### src/hw/rtl/hlsr_pkg.sv
`timescale 1ns / 1ps
`default_nettype none

package hlsr_pkg;

  localparam int MAX_LEVEL = 10;
  localparam int TIME_BITS = 32;

  localparam int LEVEL_W   = 4;
  localparam int STEPS_W   = 8;
  localparam int MS_PER_S  = 1000;
  localparam int NEED_W    = 26;
  localparam int CMP_W     = (TIME_BITS > NEED_W) ? TIME_BITS : NEED_W;
  localparam int WINDOW_MS = 15 * 60 * 1000;
  localparam int QDEPTH    = 2;
  localparam int QPTR_W    = (QDEPTH > 1) ? $clog2(QDEPTH) : 1;
  localparam int QCNT_W    = $clog2(QDEPTH + 1);

  typedef logic [TIME_BITS-1:0] time_t;

  typedef enum logic [1:0] {
    OP_SAMPLE      = 2'd0,
    OP_REGULATE    = 2'd1,
    OP_MANUAL_UP   = 2'd2,
    OP_MANUAL_DOWN = 2'd3
  } op_e;

  typedef enum logic [2:0] {
    PH_OFF      = 3'd0,
    PH_PREHEAT  = 3'd1,
    PH_HEATING  = 3'd2,
    PH_COOLDOWN = 3'd3,
    PH_FAULT    = 3'd4
  } phase_e;

  typedef enum logic [2:0] {
    CFG_SETPOINT      = 3'd0,
    CFG_COLD_MARGIN   = 3'd1,
    CFG_HOT_MARGIN    = 3'd2,
    CFG_MIN_STEP_INTV = 3'd3,
    CFG_STABILIZE_DUR = 3'd4,
    CFG_STEP_QUOTA    = 3'd5,
    CFG_EXH_WARN_LIM  = 3'd6,
    CFG_EXH_OFF_LIM   = 3'd7
  } cfg_idx_e;

  typedef enum logic {
    BK_IDLE   = 1'b0,
    BK_COMMIT = 1'b1
  } bk_state_e;

  typedef struct packed {
    logic [8:0]         setpoint;
    logic [7:0]         cold_margin;
    logic [7:0]         hot_margin;
    logic [15:0]        min_step_interval_s;
    logic [15:0]        stabilize_duration_s;
    logic [7:0]         step_quota;
    logic signed [11:0] exh_warn_lim;
    logic signed [11:0] exh_off_lim;
  } cfg_t;

  localparam cfg_t CFG_RESET = '{
    setpoint:             9'd336,
    cold_margin:          8'd8,
    hot_margin:           8'd16,
    min_step_interval_s:  16'd60,
    stabilize_duration_s: 16'd300,
    step_quota:           8'd4,
    exh_warn_lim:         12'sd1280,
    exh_off_lim:          12'sd1920
  };

  // One classified word as it waits between the front and the back.
  typedef struct packed {
    op_e                op;
    time_t              now;
    phase_e             phase;
    logic               shut;
    logic               warn;
    logic               inv;
    logic               cold;
    logic               hot;
    logic               at_target;
    logic [NEED_W-1:0]  need_ms;
    logic [NEED_W-1:0]  stab_ms;
    logic [STEPS_W-1:0] max_steps;
  } item_t;

endpackage

`default_nettype wire

### src/hw/rtl/hlsr_front.sv
`timescale 1ns / 1ps
`default_nettype none

module hlsr_front
  import hlsr_pkg::*;
(
  input  wire logic               in_valid_i,
  output logic                    in_ready_o,
  input  wire logic [1:0]         operation_i,
  input  wire logic [31:0]        time_ms_i,
  input  wire logic signed [11:0] inside_temp_i,
  input  wire logic               inside_valid_i,
  input  wire logic signed [11:0] exhaust_temp_i,
  input  wire logic               exhaust_valid_i,
  input  wire logic signed [15:0] heater_current_i,
  input  wire cfg_t               cfg_i,
  input  wire logic               full_i,
  output logic                    push_o,
  output item_t                   item_o
);

  phase_e            phase;
  logic              over_off;
  logic              over_warn;
  logic signed [13:0] ins_x;
  logic signed [13:0] tgt_x;
  logic signed [13:0] lo_x;
  logic signed [13:0] hi_x;

  assign in_ready_o = !full_i;
  assign push_o     = in_valid_i && !full_i;

  always_comb begin
    phase = PH_FAULT;
    if (heater_current_i < 16'sd200) begin
      phase = PH_OFF;
    end else if (heater_current_i > 16'sd5000 &&
                 (!exhaust_valid_i || exhaust_temp_i < 12'sd640)) begin
      phase = PH_PREHEAT;
    end else if (heater_current_i > 16'sd1000 &&
                 (!exhaust_valid_i || exhaust_temp_i >= 12'sd640)) begin
      phase = PH_HEATING;
    end else if (heater_current_i >= 16'sd300 && heater_current_i < 16'sd1000 &&
                 (!exhaust_valid_i || exhaust_temp_i < 12'sd800)) begin
      phase = PH_COOLDOWN;
    end
  end

  assign over_off  = exhaust_valid_i && (exhaust_temp_i > cfg_i.exh_off_lim);
  assign over_warn = exhaust_valid_i && (exhaust_temp_i > cfg_i.exh_warn_lim);

  assign ins_x = 14'(inside_temp_i);
  assign tgt_x = signed'({5'b0, cfg_i.setpoint});
  assign lo_x  = tgt_x - signed'({6'b0, cfg_i.cold_margin});
  assign hi_x  = tgt_x + signed'({6'b0, cfg_i.hot_margin});

  always_comb begin
    item_o.op        = op_e'(operation_i);
    item_o.now       = TIME_BITS'(time_ms_i);
    item_o.phase     = phase;
    item_o.shut      = over_off;
    item_o.warn      = over_warn && !over_off;
    item_o.inv       = inside_valid_i;
    item_o.cold      = ins_x < lo_x;
    item_o.hot       = ins_x > hi_x;
    item_o.at_target = ins_x >= tgt_x;
    item_o.need_ms   = NEED_W'(cfg_i.min_step_interval_s) * NEED_W'(MS_PER_S);
    item_o.stab_ms   = NEED_W'(cfg_i.stabilize_duration_s) * NEED_W'(MS_PER_S);
    item_o.max_steps = cfg_i.step_quota;
  end

endmodule

`default_nettype wire

### src/hw/rtl/hlsr_fifo.sv
`timescale 1ns / 1ps
`default_nettype none

module hlsr_fifo
  import hlsr_pkg::*;
(
  input  wire logic  clk_i,
  input  wire logic  rst_ni,
  input  wire logic  push_i,
  input  wire item_t item_i,
  output logic       full_o,
  input  wire logic  pop_i,
  output logic       empty_o,
  output item_t      item_o
);

  item_t             mem_q [QDEPTH];
  logic [QPTR_W-1:0] wr_ptr_q, wr_ptr_d;
  logic [QPTR_W-1:0] rd_ptr_q, rd_ptr_d;
  logic [QCNT_W-1:0] cnt_q, cnt_d;

  assign full_o  = (cnt_q == QCNT_W'(QDEPTH));
  assign empty_o = (cnt_q == '0);
  assign item_o  = mem_q[rd_ptr_q];

  always_comb begin
    wr_ptr_d = wr_ptr_q;
    rd_ptr_d = rd_ptr_q;
    cnt_d    = cnt_q;
    if (push_i) begin
      wr_ptr_d = (wr_ptr_q == QPTR_W'(QDEPTH - 1)) ? '0 : wr_ptr_q + 1'b1;
    end
    if (pop_i) begin
      rd_ptr_d = (rd_ptr_q == QPTR_W'(QDEPTH - 1)) ? '0 : rd_ptr_q + 1'b1;
    end
    if (push_i && !pop_i) begin
      cnt_d = cnt_q + 1'b1;
    end else if (pop_i && !push_i) begin
      cnt_d = cnt_q - 1'b1;
    end
  end

  always_ff @(posedge clk_i or negedge rst_ni) begin
    if (!rst_ni) begin
      wr_ptr_q <= '0;
      rd_ptr_q <= '0;
      cnt_q    <= '0;
    end else begin
      wr_ptr_q <= wr_ptr_d;
      rd_ptr_q <= rd_ptr_d;
      cnt_q    <= cnt_d;
    end
  end

  always_ff @(posedge clk_i) begin
    if (push_i) begin
      mem_q[wr_ptr_q] <= item_i;
    end
  end

  a_no_overflow: assert property (@(posedge clk_i) disable iff (!rst_ni)
    full_o |-> !push_i)
    else $error("queue written while full");

  a_no_underflow: assert property (@(posedge clk_i) disable iff (!rst_ni)
    empty_o |-> !pop_i)
    else $error("queue read while empty");

endmodule

`default_nettype wire

### src/hw/rtl/hlsr_back.sv
`timescale 1ns / 1ps
`default_nettype none

module hlsr_back
  import hlsr_pkg::*;
(
  input  wire logic  clk_i,
  input  wire logic  rst_ni,
  input  wire item_t item_i,
  input  wire logic  empty_i,
  output logic       pop_o,
  output logic       out_valid_o,
  input  wire logic  out_ready_i,
  output logic [3:0] heater_level_o,
  output logic [2:0] heater_phase_o,
  output logic       pulse_up_o,
  output logic       pulse_down_o,
  output logic       shutdown_request_o
);

  localparam logic [LEVEL_W-1:0] LevelMin  = LEVEL_W'(1);
  localparam logic [LEVEL_W-1:0] LevelMax  = LEVEL_W'(MAX_LEVEL);
  localparam logic [STEPS_W-1:0] StepsSat  = '1;

  bk_state_e state_q, state_d;
  logic      eval_en;
  logic      commit;

  logic [LEVEL_W-1:0] level_q, level_d;
  phase_e             phase_q, phase_d;
  time_t              last_q, last_d;
  logic [STEPS_W-1:0] wsteps_q, wsteps_d;
  time_t              wstart_q, wstart_d;
  time_t              stable_q, stable_d;

  logic renew_q, intv_ok_q, stab_due_q;
  logic renew_d, intv_ok_d, stab_due_d;

  logic [STEPS_W-1:0] steps_eff;
  logic step_up, step_dn, up, dn, shut;

  logic               out_valid_q;
  logic [LEVEL_W-1:0] out_level_q;
  phase_e             out_phase_q;
  logic               out_up_q, out_dn_q, out_shut_q;

  // Next state.
  always_comb begin
    state_d = state_q;
    case (state_q)
      BK_IDLE: begin
        if (!empty_i) state_d = BK_COMMIT;
      end
      BK_COMMIT: begin
        if (commit) state_d = BK_IDLE;
      end
      default: state_d = BK_IDLE;
    endcase
  end

  // Sequencer outputs: evaluate the timers, then commit once the output is free.
  always_comb begin
    eval_en = 1'b0;
    commit  = 1'b0;
    case (state_q)
      BK_IDLE:   eval_en = !empty_i;
      BK_COMMIT: commit  = !out_valid_q || out_ready_i;
      default: ;
    endcase
  end

  assign pop_o = commit;

  always_comb begin
    renew_d    = (wstart_q == '0) ||
                 (CMP_W'(time_t'(item_i.now - wstart_q)) > CMP_W'(WINDOW_MS));
    intv_ok_d  = CMP_W'(time_t'(item_i.now - last_q)) >= CMP_W'(item_i.need_ms);
    stab_due_d = CMP_W'(time_t'(item_i.now - stable_q)) >= CMP_W'(item_i.stab_ms);
  end

  always_comb begin
    level_d   = level_q;
    phase_d   = phase_q;
    last_d    = last_q;
    wsteps_d  = wsteps_q;
    wstart_d  = wstart_q;
    stable_d  = stable_q;
    steps_eff = wsteps_q;
    step_up   = 1'b0;
    step_dn   = 1'b0;
    up        = 1'b0;
    dn        = 1'b0;
    shut      = 1'b0;
    case (item_i.op)
      OP_SAMPLE: begin
        phase_d = item_i.phase;
        if (item_i.shut) begin
          shut = 1'b1;
        end else if (item_i.warn && level_q > LevelMin) begin
          level_d = level_q - 1'b1;
          dn      = 1'b1;
        end
      end
      OP_REGULATE: begin
        if (renew_q) begin
          steps_eff = '0;
          wsteps_d  = '0;
          wstart_d  = item_i.now;
        end
        if (phase_q == PH_HEATING && steps_eff < item_i.max_steps &&
            intv_ok_q && item_i.inv) begin
          if (item_i.cold) begin
            step_up = 1'b1;
          end else if (item_i.hot) begin
            step_dn = 1'b1;
          end else if (item_i.at_target) begin
            // A stored start of zero reads as unset, as does the reset value.
            if (stable_q == '0) begin
              stable_d = item_i.now;
            end else if (stab_due_q) begin
              step_dn  = 1'b1;
              stable_d = '0;
            end
          end else begin
            stable_d = '0;
          end
        end
      end
      OP_MANUAL_UP:   step_up = 1'b1;
      OP_MANUAL_DOWN: step_dn = 1'b1;
      default: ;
    endcase
    if ((step_up && level_q < LevelMax) || (step_dn && level_q > LevelMin)) begin
      level_d  = step_up ? level_q + 1'b1 : level_q - 1'b1;
      up       = step_up;
      dn       = step_dn;
      last_d   = item_i.now;
      wsteps_d = (steps_eff == StepsSat) ? steps_eff : steps_eff + 1'b1;
    end
  end

  always_ff @(posedge clk_i or negedge rst_ni) begin
    if (!rst_ni) begin
      state_q     <= BK_IDLE;
      level_q     <= LevelMin;
      phase_q     <= PH_OFF;
      last_q      <= '0;
      wsteps_q    <= '0;
      wstart_q    <= '0;
      stable_q    <= '0;
      out_valid_q <= 1'b0;
    end else begin
      state_q <= state_d;
      if (commit) begin
        level_q     <= level_d;
        phase_q     <= phase_d;
        last_q      <= last_d;
        wsteps_q    <= wsteps_d;
        wstart_q    <= wstart_d;
        stable_q    <= stable_d;
        out_valid_q <= 1'b1;
      end else if (out_ready_i) begin
        out_valid_q <= 1'b0;
      end
    end
  end

  always_ff @(posedge clk_i) begin
    if (eval_en) begin
      renew_q    <= renew_d;
      intv_ok_q  <= intv_ok_d;
      stab_due_q <= stab_due_d;
    end
    if (commit) begin
      out_level_q <= level_d;
      out_phase_q <= phase_d;
      out_up_q    <= up;
      out_dn_q    <= dn;
      out_shut_q  <= shut;
    end
  end

  assign out_valid_o        = out_valid_q;
  assign heater_level_o     = out_level_q;
  assign heater_phase_o     = out_phase_q;
  assign pulse_up_o         = out_up_q;
  assign pulse_down_o       = out_dn_q;
  assign shutdown_request_o = out_shut_q;

  a_commit_has_word: assert property (@(posedge clk_i) disable iff (!rst_ni)
    state_q == BK_COMMIT |-> !empty_i)
    else $error("commit state without a queued word");

  a_level_range: assert property (@(posedge clk_i) disable iff (!rst_ni)
    level_q >= LevelMin && level_q <= LevelMax)
    else $error("heater level out of range");

  a_single_pulse: assert property (@(posedge clk_i) disable iff (!rst_ni)
    out_valid_q |-> !(out_up_q && out_dn_q) && !(out_shut_q && (out_up_q || out_dn_q)))
    else $error("conflicting result flags");

  a_level_moves_by_one: assert property (@(posedge clk_i) disable iff (!rst_ni)
    commit |=> (out_up_q -> level_q == $past(level_q) + 1'b1) &&
               (out_dn_q -> level_q == $past(level_q) - 1'b1))
    else $error("level moved without matching pulse");

endmodule

`default_nettype wire

### src/hw/rtl/heater_level_step_regulator.sv
`timescale 1ns / 1ps
`default_nettype none

// Heater level step regulator.
// Input words (operation, timestamp, temperatures, current) enter on the
// in_valid_i / in_ready_o channel. Each word gives exactly one result word on
// out_valid_o / out_ready_i: level, phase, up and down pulse requests and a
// shutdown request. Configuration registers are written on the cfg channel,
// index 0 to 7, and cfg_ready_o is always high; write them only while idle.
// A taken word passes the queue, then the step timer compare registers, then
// the result registers. The back end takes one word at a time and commits
// the state and the result once the output is free.
// A two-word queue sits between the classifier and the back end, so input
// words are still taken while a result waits for the receiver.
// When the receiver stalls, the result holds; once the queue is full,
// in_ready_o drops until the result is taken.
// Reset sets the level to 1, the phase to off, clears all timestamps and the
// step count, and loads the default configuration. No clearing pass is needed.

module heater_level_step_regulator
  import hlsr_pkg::*;
(
  input  wire logic               clk_i,
  input  wire logic               rst_ni,
  input  wire logic               in_valid_i,
  output logic                    in_ready_o,
  input  wire logic [1:0]         operation_i,
  input  wire logic [31:0]        time_ms_i,
  input  wire logic signed [11:0] inside_temp_i,
  input  wire logic               inside_valid_i,
  input  wire logic signed [11:0] exhaust_temp_i,
  input  wire logic               exhaust_valid_i,
  input  wire logic signed [15:0] heater_current_i,
  output logic                    out_valid_o,
  input  wire logic               out_ready_i,
  output logic [3:0]              heater_level_o,
  output logic [2:0]              heater_phase_o,
  output logic                    pulse_up_o,
  output logic                    pulse_down_o,
  output logic                    shutdown_request_o,
  input  wire logic               cfg_valid_i,
  output logic                    cfg_ready_o,
  input  wire logic [2:0]         cfg_addr_i,
  input  wire logic [15:0]        cfg_data_i
);

  cfg_t  cfg_q;
  logic  push, pop, full, empty;
  item_t push_item, head_item;

  assign cfg_ready_o = 1'b1;

  always_ff @(posedge clk_i or negedge rst_ni) begin
    if (!rst_ni) begin
      cfg_q <= CFG_RESET;
    end else if (cfg_valid_i) begin
      case (cfg_idx_e'(cfg_addr_i))
        CFG_SETPOINT:      cfg_q.setpoint             <= cfg_data_i[8:0];
        CFG_COLD_MARGIN:   cfg_q.cold_margin          <= cfg_data_i[7:0];
        CFG_HOT_MARGIN:    cfg_q.hot_margin           <= cfg_data_i[7:0];
        CFG_MIN_STEP_INTV: cfg_q.min_step_interval_s  <= cfg_data_i;
        CFG_STABILIZE_DUR: cfg_q.stabilize_duration_s <= cfg_data_i;
        CFG_STEP_QUOTA:    cfg_q.step_quota           <= cfg_data_i[7:0];
        CFG_EXH_WARN_LIM:  cfg_q.exh_warn_lim         <= signed'(cfg_data_i[11:0]);
        CFG_EXH_OFF_LIM:   cfg_q.exh_off_lim          <= signed'(cfg_data_i[11:0]);
        default: ;
      endcase
    end
  end

  hlsr_front u_front (
    .in_valid_i       (in_valid_i),
    .in_ready_o       (in_ready_o),
    .operation_i      (operation_i),
    .time_ms_i        (time_ms_i),
    .inside_temp_i    (inside_temp_i),
    .inside_valid_i   (inside_valid_i),
    .exhaust_temp_i   (exhaust_temp_i),
    .exhaust_valid_i  (exhaust_valid_i),
    .heater_current_i (heater_current_i),
    .cfg_i            (cfg_q),
    .full_i           (full),
    .push_o           (push),
    .item_o           (push_item)
  );

  hlsr_fifo u_fifo (
    .clk_i   (clk_i),
    .rst_ni  (rst_ni),
    .push_i  (push),
    .item_i  (push_item),
    .full_o  (full),
    .pop_i   (pop),
    .empty_o (empty),
    .item_o  (head_item)
  );

  hlsr_back u_back (
    .clk_i              (clk_i),
    .rst_ni             (rst_ni),
    .item_i             (head_item),
    .empty_i            (empty),
    .pop_o              (pop),
    .out_valid_o        (out_valid_o),
    .out_ready_i        (out_ready_i),
    .heater_level_o     (heater_level_o),
    .heater_phase_o     (heater_phase_o),
    .pulse_up_o         (pulse_up_o),
    .pulse_down_o       (pulse_down_o),
    .shutdown_request_o (shutdown_request_o)
  );

endmodule

`default_nettype wire
### config.mk
export PLATFORM = sky130hd
export DESIGN_NAME = heater_level_step_regulator
export DESIGN_NICKNAME = d
export VERILOG_FILES = /design/src/hw/rtl/hlsr_pkg.sv /design/src/hw/rtl/hlsr_front.sv /design/src/hw/rtl/hlsr_fifo.sv /design/src/hw/rtl/hlsr_back.sv /design/src/hw/rtl/heater_level_step_regulator.sv
export SDC_FILE = /design/constraint.sdc
export NUM_CORES = 1
export LEC_CHECK = 0
export ABC_AREA = 1
export BUFFER_PORTS_ARGS = -buffer_cell sky130_fd_sc_hd__buf_4
export CELL_PAD_IN_SITES_DETAIL_PLACEMENT = 0
export CELL_PAD_IN_SITES_GLOBAL_PLACEMENT = 1
export CORE_MARGIN = 2
export CORE_UTILIZATION = 45
export DETAILED_ROUTE_END_ITERATION = 10
export GPL_ROUTABILITY_DRIVEN = 0
export PLACE_DENSITY_LB_ADDON = 0.12
export SETUP_SLACK_MARGIN = 0.05
export SYNTH_ARGS = -nofsm -noshare
export SYNTH_HDL_FRONTEND = slang
export SYNTH_SLANG_ARGS = --single-unit
### constraint.sdc
create_clock -name clk_i -period 9.7 [get_ports clk_i]
set_input_delay 1.455 -clock clk_i [delete_from_list [all_inputs] [get_ports clk_i]]
set_output_delay 1.455 -clock clk_i [all_outputs]
set_load 0.005 [all_outputs]
==> summary.md, run 1 <==
| Metric | Value |
|---|---|
| Status | finished, final reports clean |
| Share of post-route cells with drive strength above 1 | 0.08423 |
| Number of distinct library cells after synthesis | 56 |
| Fmax | 178.7 MHz |
| Reg2Reg Depth | 22 |
| Commonest non-fill, non-tap cell in the layout | nand2_1 |
| Syn avg cell area | roughly 9 sq um |
| FP Rows | 95 |
| Part of the cycle the worst path needs | 0.5768 |
| Crit Path Max Fanout | 42 |
| Design Area, Final | 33790 sq um |
| HP Start | cfg_q[30]$_DFFE_PN0P_ |
| Synth Flop Type | edfxtp_1 |
| DRT antenna net count | 0 |
| Syn_nets | 4027 |
| CTS Buf Count | 47 |
| Crit Reg-Reg Startpoint | u_fifo.rd_ptr_q$_DFFE_PN0P_ |
| I/O pin count | 113 |
| Final setup viols | 0 |
| GRT Resource Usage Total | 0.2339 |
| Die X | 264.6 um |
| Vias in the first global route | 24.01k |
| Via Count | 23.96k |
| GR Overflow Total | 0 |
| Initial Util | 0.4551 |
| Core box area | roughly 67000 sq um |
| Die Ht | 264.6 um |
| Crit path DAT | 5.83 ns |
| Final Max Tran Viols | 0 |
| Diode count | 0 |
| Post-detail-place hpwl | around 65000 um |
| Crit path kind | register to register |
| Count of max-cap constraint violations | 0 |
| DP Area | 32310 sq um |
| Commonest cells after routing, fill and taps aside | 659 x nand2_1, 542 x inv_1, 333 x ha_1, 296 x o21ai_0, 220 x a21oi_1 |
| Clock Sinks | 413 |
| Clk_lat worst skew | 0.60 ns |
| Hold Buf Count CTS | 0 |
| Via/cell ratio | 5.317 |
| Die area | about 70000 sq um |
| Htree depth | 2 |
| Register area share after synthesis | 0.3729 |
| First-pass GRT wire length | 129700 um |
| Largest net degree at the start of global routing | 80 |
| WHS Endpoint | u_fifo.mem_q[0][6]$_DFFE_PP_ |
| Post-synth ARST share | 0.4988 |
| Slew @ Worst Pin | 1.225 ns |
| Port bufs | 111 |
| Clock Pin Slew Worst Setup and Hold Paths | 0.06 ns |
| Startpoint types | register |
| Final worst setup slack | 4.105 ns |
| CTS tree | yes |
| Post_cts resized | 0 |
| RSZ-0062 raised after global routing | no |
| Area Overhead vs Synth | 10.56% |
| Yosys Warn Count | 0 |
| Seq cells post-synth | 413 |
| R2R setup slack | 4.10 ns |
| Post-Place Setup Slack | 4.051 ns |
| Post-CTS setup buffer count | 0 |
| Post-Syn Area | 30570 sq um |
| Slew headroom | 0.1787 |
| Hold Fails Final Rpt | 0 |
| Root Buffer | clkbuf_16 |
| # DRC | 0 |
| Layout Nets | 4140 |
| Setup TNS | 0 ns |
| Initial antenna violation count | 1 |
| Min-delay worst type | register to register |
| Max Clock Skew | 0.02714 ns |
| Hold Crit Depth | 0 |
| Required @ worst endpoint | 9.94 ns |
| R2r endpoint | u_back.intv_ok_q$_DFFE_PP_ |
| Max clock buf depth | 3 |
| Critical Path Sink Type | register |
| Avg WL per Cell | around 18 um |
| Iter 0 DRT Violations | 1527 |
| EDFF count, synth | 207 |
| Final Routed Wirelength | 81030 um |
| Tmin final | 5.595 ns |
| Cells after synthesis | 3481 |
| Detailed-router iteration count before antenna repair | 6 |
synthesized netlist by cell type (all sizes together) (37+ instances only):
library cell    n  area share
mux2i          56       0.019
nand2         667       0.083
inv           547       0.067
nor3           37      0.0061
nor2          210       0.026
edfxtp        207        0.20
fa            113       0.074
xnor2          45       0.013
o21ai         334       0.059
xor2           89       0.026
nand4          46      0.0094
ha            333        0.14
a21oi         221       0.036
dfrtp         185        0.15
nand3         152       0.026
cells by family (layout without fill, tap and decap cells):
family                     after synthesis  in the layout  share of synthesized area
AOI/OAI and AO/OA                      652            652                     0.1186
xor gates and xnor gates               134            134                    0.03840
adders and majority gates              446            446                     0.2103
buffers and inverters                  606            758                    0.07757
DFF                                    413            413                     0.3729
muxes                                   56             56                    0.01875
other                                    1              1                  0.0001227
and+or+nand+nor                       1173           1173                     0.1634
metal layers:
layer  global-route usage  part of all wire  vias up
li1                     -                 -    11820
met1               0.3229              0.46    11588
met2               0.3925              0.47      435
met3              0.02304             0.035      114
met4              0.06557             0.026        0
met5                    0                 0        -
state kept, by name, summed over array words and instances (netlist names), 2 cells and up:
| register | cells |
|---|---|
| u_back.last_q | 32 |
| u_fifo.cnt_q | 2 |
| u_back.stable_q | 32 |
| u_back.wstart_q | 32 |
| u_back.heater_phase_o | 3 |
| u_back.phase_q | 3 |
| u_back.heater_level_o | 4 |
| u_back.level_q | 4 |
| u_back.wsteps_q | 8 |
| cfg_q | 89 |
| u_fifo.mem_q | 194 |
area by class of cell:
cell class,instances,area [sq um]
Timing Repair Buffer,123,930.9
Clock inverter,22,166.4
Multi-Input combinational cell,2462,16830
Fill cell,6350,33370
Sequential cell,413,11400
Tap cell,873,1092
Inverter,547,2056
Clock buffer,66,1320
critical path, cell delays in order, from the launching register on:
cell	delay, ns
dfrtp_4	0.65
inv_4	0.28
or2_2	0.36
o21ai_0	0.22
inv_1	0.34
ha_1	0.46
nand2_1	0.12
nor2_1	0.24
nand4_1	0.11
o21ai_0	0.47
nand2_1	0.16
a31oi_1	0.21
xor2_1	0.31
ha_1	0.29
nand2_1	0.08
inv_1	0.04
nand3_1	0.08
o221a_2	0.18
nand2_1	0.09
nand2_1	0.07
nand2_1	0.05
nor2_1	0.12
nand4_1	0.28
worst max-delay path by stage:
| stage | from | to | slack [ns] | cells after the start |
|---|---|---|---|---|
| 6_report | u_fifo.rd_ptr_q$_DFFE_PN0P_ | u_back.intv_ok_q$_DFFE_PP_ | 4.10 | 22 |
| 5_1_grt | u_fifo.rd_ptr_q$_DFFE_PN0P_ | u_back.intv_ok_q$_DFFE_PP_ | 3.82 | 22 |
| 4_1_cts | u_fifo.rd_ptr_q$_DFFE_PN0P_ | u_back.intv_ok_q$_DFFE_PP_ | 4.04 | 22 |
| 3_5_place_dp | u_fifo.rd_ptr_q$_DFFE_PN0P_ | u_back.intv_ok_q$_DFFE_PP_ | 4.05 | 22 |
| 3_3_place_gp | u_fifo.rd_ptr_q$_DFFE_PN0P_ | u_back.intv_ok_q$_DFFE_PP_ | 4.11 | 22 |
| 2_1_floorplan | in_valid_i | u_fifo.mem_q[1][0]$_DFFE_PP_ | 3.54 | 2 |
per-stage QoR:
step           hold slack [ns]  utilization  cells
2_1_floorplan           0.4424            -   3481
3_3_place_gp            0.4562       0.4810   4418
3_5_place_dp            0.4592       0.4810   4418
4_1_cts                 0.4674       0.5032   4506
5_1_grt                 0.4861       0.5032   4506
6_report                0.4675       0.5032   4506
Power of run 1 is not shown: default switching activity piles up to over one toggle a cycle in this logic, so the estimate is an artifact.
==> inputs of run 2 (changes only) <==
Clock period 9.7 ns to 5.7 ns, I/O delays scaled along.
==> summary.md, run 2 (synthesis results as in run 1) <==
| Metric | Value |
|---|---|
| Root Buffer | clkbuf_16 (unchanged) |
| Largest register FFs | 194 (unchanged) |
| Hold Fails Final Rpt | 0 (unchanged) |
| Crit Path Max Fanout | 26 (was 42) |
| Setup TNS | 0 ns (unchanged) |
| Part of the cycle the worst path needs | 0.8900 (was 0.5768) |
| Die area | 70020 sq um (unchanged) |
| CTS Buf Count | 48 (was 47) |
| Hold Buf Count CTS | 0 (unchanged) |
| Min-delay worst type | input port to asynchronous set/reset pin (was register to register) |
| Slew headroom | 0.2430 (was 0.1787) |
| Status | finished, final reports clean (unchanged) |
| FP Rows | 95 (unchanged) |
| Commonest cells after routing, fill and taps aside | 659 x nand2_1, 542 x inv_1, 333 x ha_1, 296 x o21ai_0, 220 x a21oi_1 (unchanged) |
| Footprint of the multi-input gates | 16830 sq um (unchanged) |
| Port bufs | 111 (unchanged) |
| Count of max-cap constraint violations | 0 (unchanged) |
| Detailed-router iteration count before antenna repair | 5 (was 6) |
| Fin util | 0.5057 (was 0.5032) |
| Final Routed Wirelength | 82040 um (was 81030 um) |
| I/O pin count | 113 (unchanged) |
| Via/cell ratio | 5.310 (was 5.317) |
| Final setup viols | 0 (unchanged) |
| Clock Sinks | 413 (unchanged) |
| Commonest non-fill, non-tap cell in the layout | nand2_1 (unchanged) |
| Die X | 264.6 um (unchanged) |
| GRT Resource Usage Total | 0.2363 (was 0.2339) |
| Slew @ Worst Pin | 1.129 ns (was 1.225 ns) |
| GR Overflow Total | 0 (unchanged) |
| Tmin final | 5.073 ns (was 5.595 ns) |
| Largest net degree at the start of global routing | 113 (was 80) |
| Initial antenna violation count | 0 (was 1) |
| Crit path kind | register to register (unchanged) |
| Die Ht | 264.6 um (unchanged) |
| Post-detail-place hpwl | 64850 um (was 64550 um) |
| Avg WL per Cell | 18.19 um (was 17.98 um) |
| Vias in the first global route | 23.86k (was 24.01k) |
| Clk_lat worst skew | 0.61 ns (was 0.60 ns) |
| RSZ-0062 raised after global routing | no (unchanged) |
| Regs by FF count | u_fifo.mem_q x194, cfg_q x89 (unchanged) |
| Layout Nets | 4145 (was 4140) |
| Share of post-route cells with drive strength above 1 | 0.08578 (was 0.08423) |
| Crit path DAT | 5.43 ns (was 5.83 ns) |
| Initial Util | 0.4551 (unchanged) |
| Via Count | 23.95k (was 23.96k) |
| Startpoint types | register (unchanged) |
| Max clock buf depth | 3 (unchanged) |
| Clock Pin Slew Worst Setup and Hold Paths | 0.07 ns (was 0.06 ns) |
| # DRC | 0 (unchanged) |
| Reg2Reg Depth | 22 (unchanged) |
| First-pass GRT wire length | 130700 um (was 129700 um) |
| Fill cells | 6373 (was 6350) |
| Post-Place Cells | 4422 (was 4418) |
| Htree depth | 2 (unchanged) |
| Biggest register | u_fifo.mem_q (unchanged) |
| Fmax | 197.1 MHz (was 178.7 MHz) |
| Max Clock Skew | 0.02581 ns (was 0.02714 ns) |
| Non-filler instance count after layout | 4510 (was 4506) |
| Register Area | 11400 sq um (unchanged) |
| Final Max Tran Viols | 0 (unchanged) |
| DRT antenna net count | 0 (unchanged) |
| Core box area | 67160 sq um (unchanged) |
| CTS tree | yes (unchanged) |
| Diode count | 0 (unchanged) |
| Post-CTS setup buffer count | 0 (unchanged) |
| Critical Path Sink Type | register (unchanged) |
| Post_cts resized | 0 (unchanged) |
| Area Overhead vs Synth | 11.10% (was 10.56%) |
| Required @ worst endpoint | 6.05 ns (was 9.94 ns) |
| Iter 0 DRT Violations | 1596 (was 1527) |
run 2: cell types whose count changed in the layout (fill, tap and decap cells not counted), moves of 2 or more:
cell and change:
clkinv_1 +2, clkbuf_8 -2, clkinv_4 +2, clkbuf_1 -4, inv_6 -2, buf_12 +3, bufinv_16 +3
run 2: final timing paths:
| kind | slack (ns) | to | startpoint |
|---|---|---|---|
| max | 0.63 | u_back.stab_due_q$_DFFE_PP_ | u_fifo.rd_ptr_q$_DFFE_PN0P_ |
| min | 0.12 | cfg_q[58]$_DFFE_PN0P_ | rst_ni |
| max reg2reg | 0.63 | u_back.stab_due_q$_DFFE_PP_ | u_fifo.rd_ptr_q$_DFFE_PN0P_ |
| min reg2reg | 0.47 | u_fifo.mem_q[0][7]$_DFFE_PP_ | cfg_q[31]$_DFFE_PN0P_ |
| max in group asynchronous | 4.40 | u_back.last_q[7]$_DFFE_PN0P_ | rst_ni |
| min in group clk_i | 0.43 | u_fifo.mem_q[0][95]$_DFFE_PP_ | operation_i[0] |
run 2: layout make-up:
type                            count  share of cell area
Inverter                          547             0.06054
Clock buffer                       61             0.03836
Sequential cell                   413              0.3357
Tap cell                          873             0.03217
Clock inverter                     27            0.008327
Multi-Input combinational cell   2462              0.4955
Timing Repair Buffer              127             0.02940
run 2: stage by stage:
| stage | hold WS, ns | area, sq um | worst slack (ns) |
|---|---|---|---|
| 3_3_place_gp | 0.4539 | 32370 | 0.6813 |
| 3_5_place_dp | 0.4665 | 32370 | 0.6706 |
| 6_report | 0.1194 | 33960 | 0.6268 |
| 2_1_floorplan | 0.4424 | 30570 | 0.1438 |
| 4_1_cts | 0.09168 | 33960 | 0.6427 |
| 5_1_grt | 0.1056 | 33960 | 0.2498 |
run 2: worst max-delay path: stages, from the launching register on:
cell	delay, ns
dfrtp_4	0.64
inv_4	0.16
or2_2	0.30
o21ai_0	0.22
inv_1	0.29
ha_1	0.44
a21oi_1	0.15
nand2_1	0.10
a21oi_1	0.46
o21ai_0	0.27
a21oi_1	0.27
o21ai_0	0.17
xor2_1	0.18
ha_1	0.31
nand4_1	0.12
a21oi_1	0.05
nor3_1	0.11
a21boi_0	0.19
nand2_1	0.07
nand2_1	0.06
nand3_1	0.06
nor2_1	0.10
nand3_1	0.07
run 2: routing by layer:
metal,up-vias,share of wire,GRT usage
met4,0,0.025,0.06496
met2,520,0.47,0.3908
met1,11480,0.47,0.3311
met3,120,0.041,0.02425
li1,11830,-,-
met5,-,0,0
Power of run 2 is left out for the same reason.
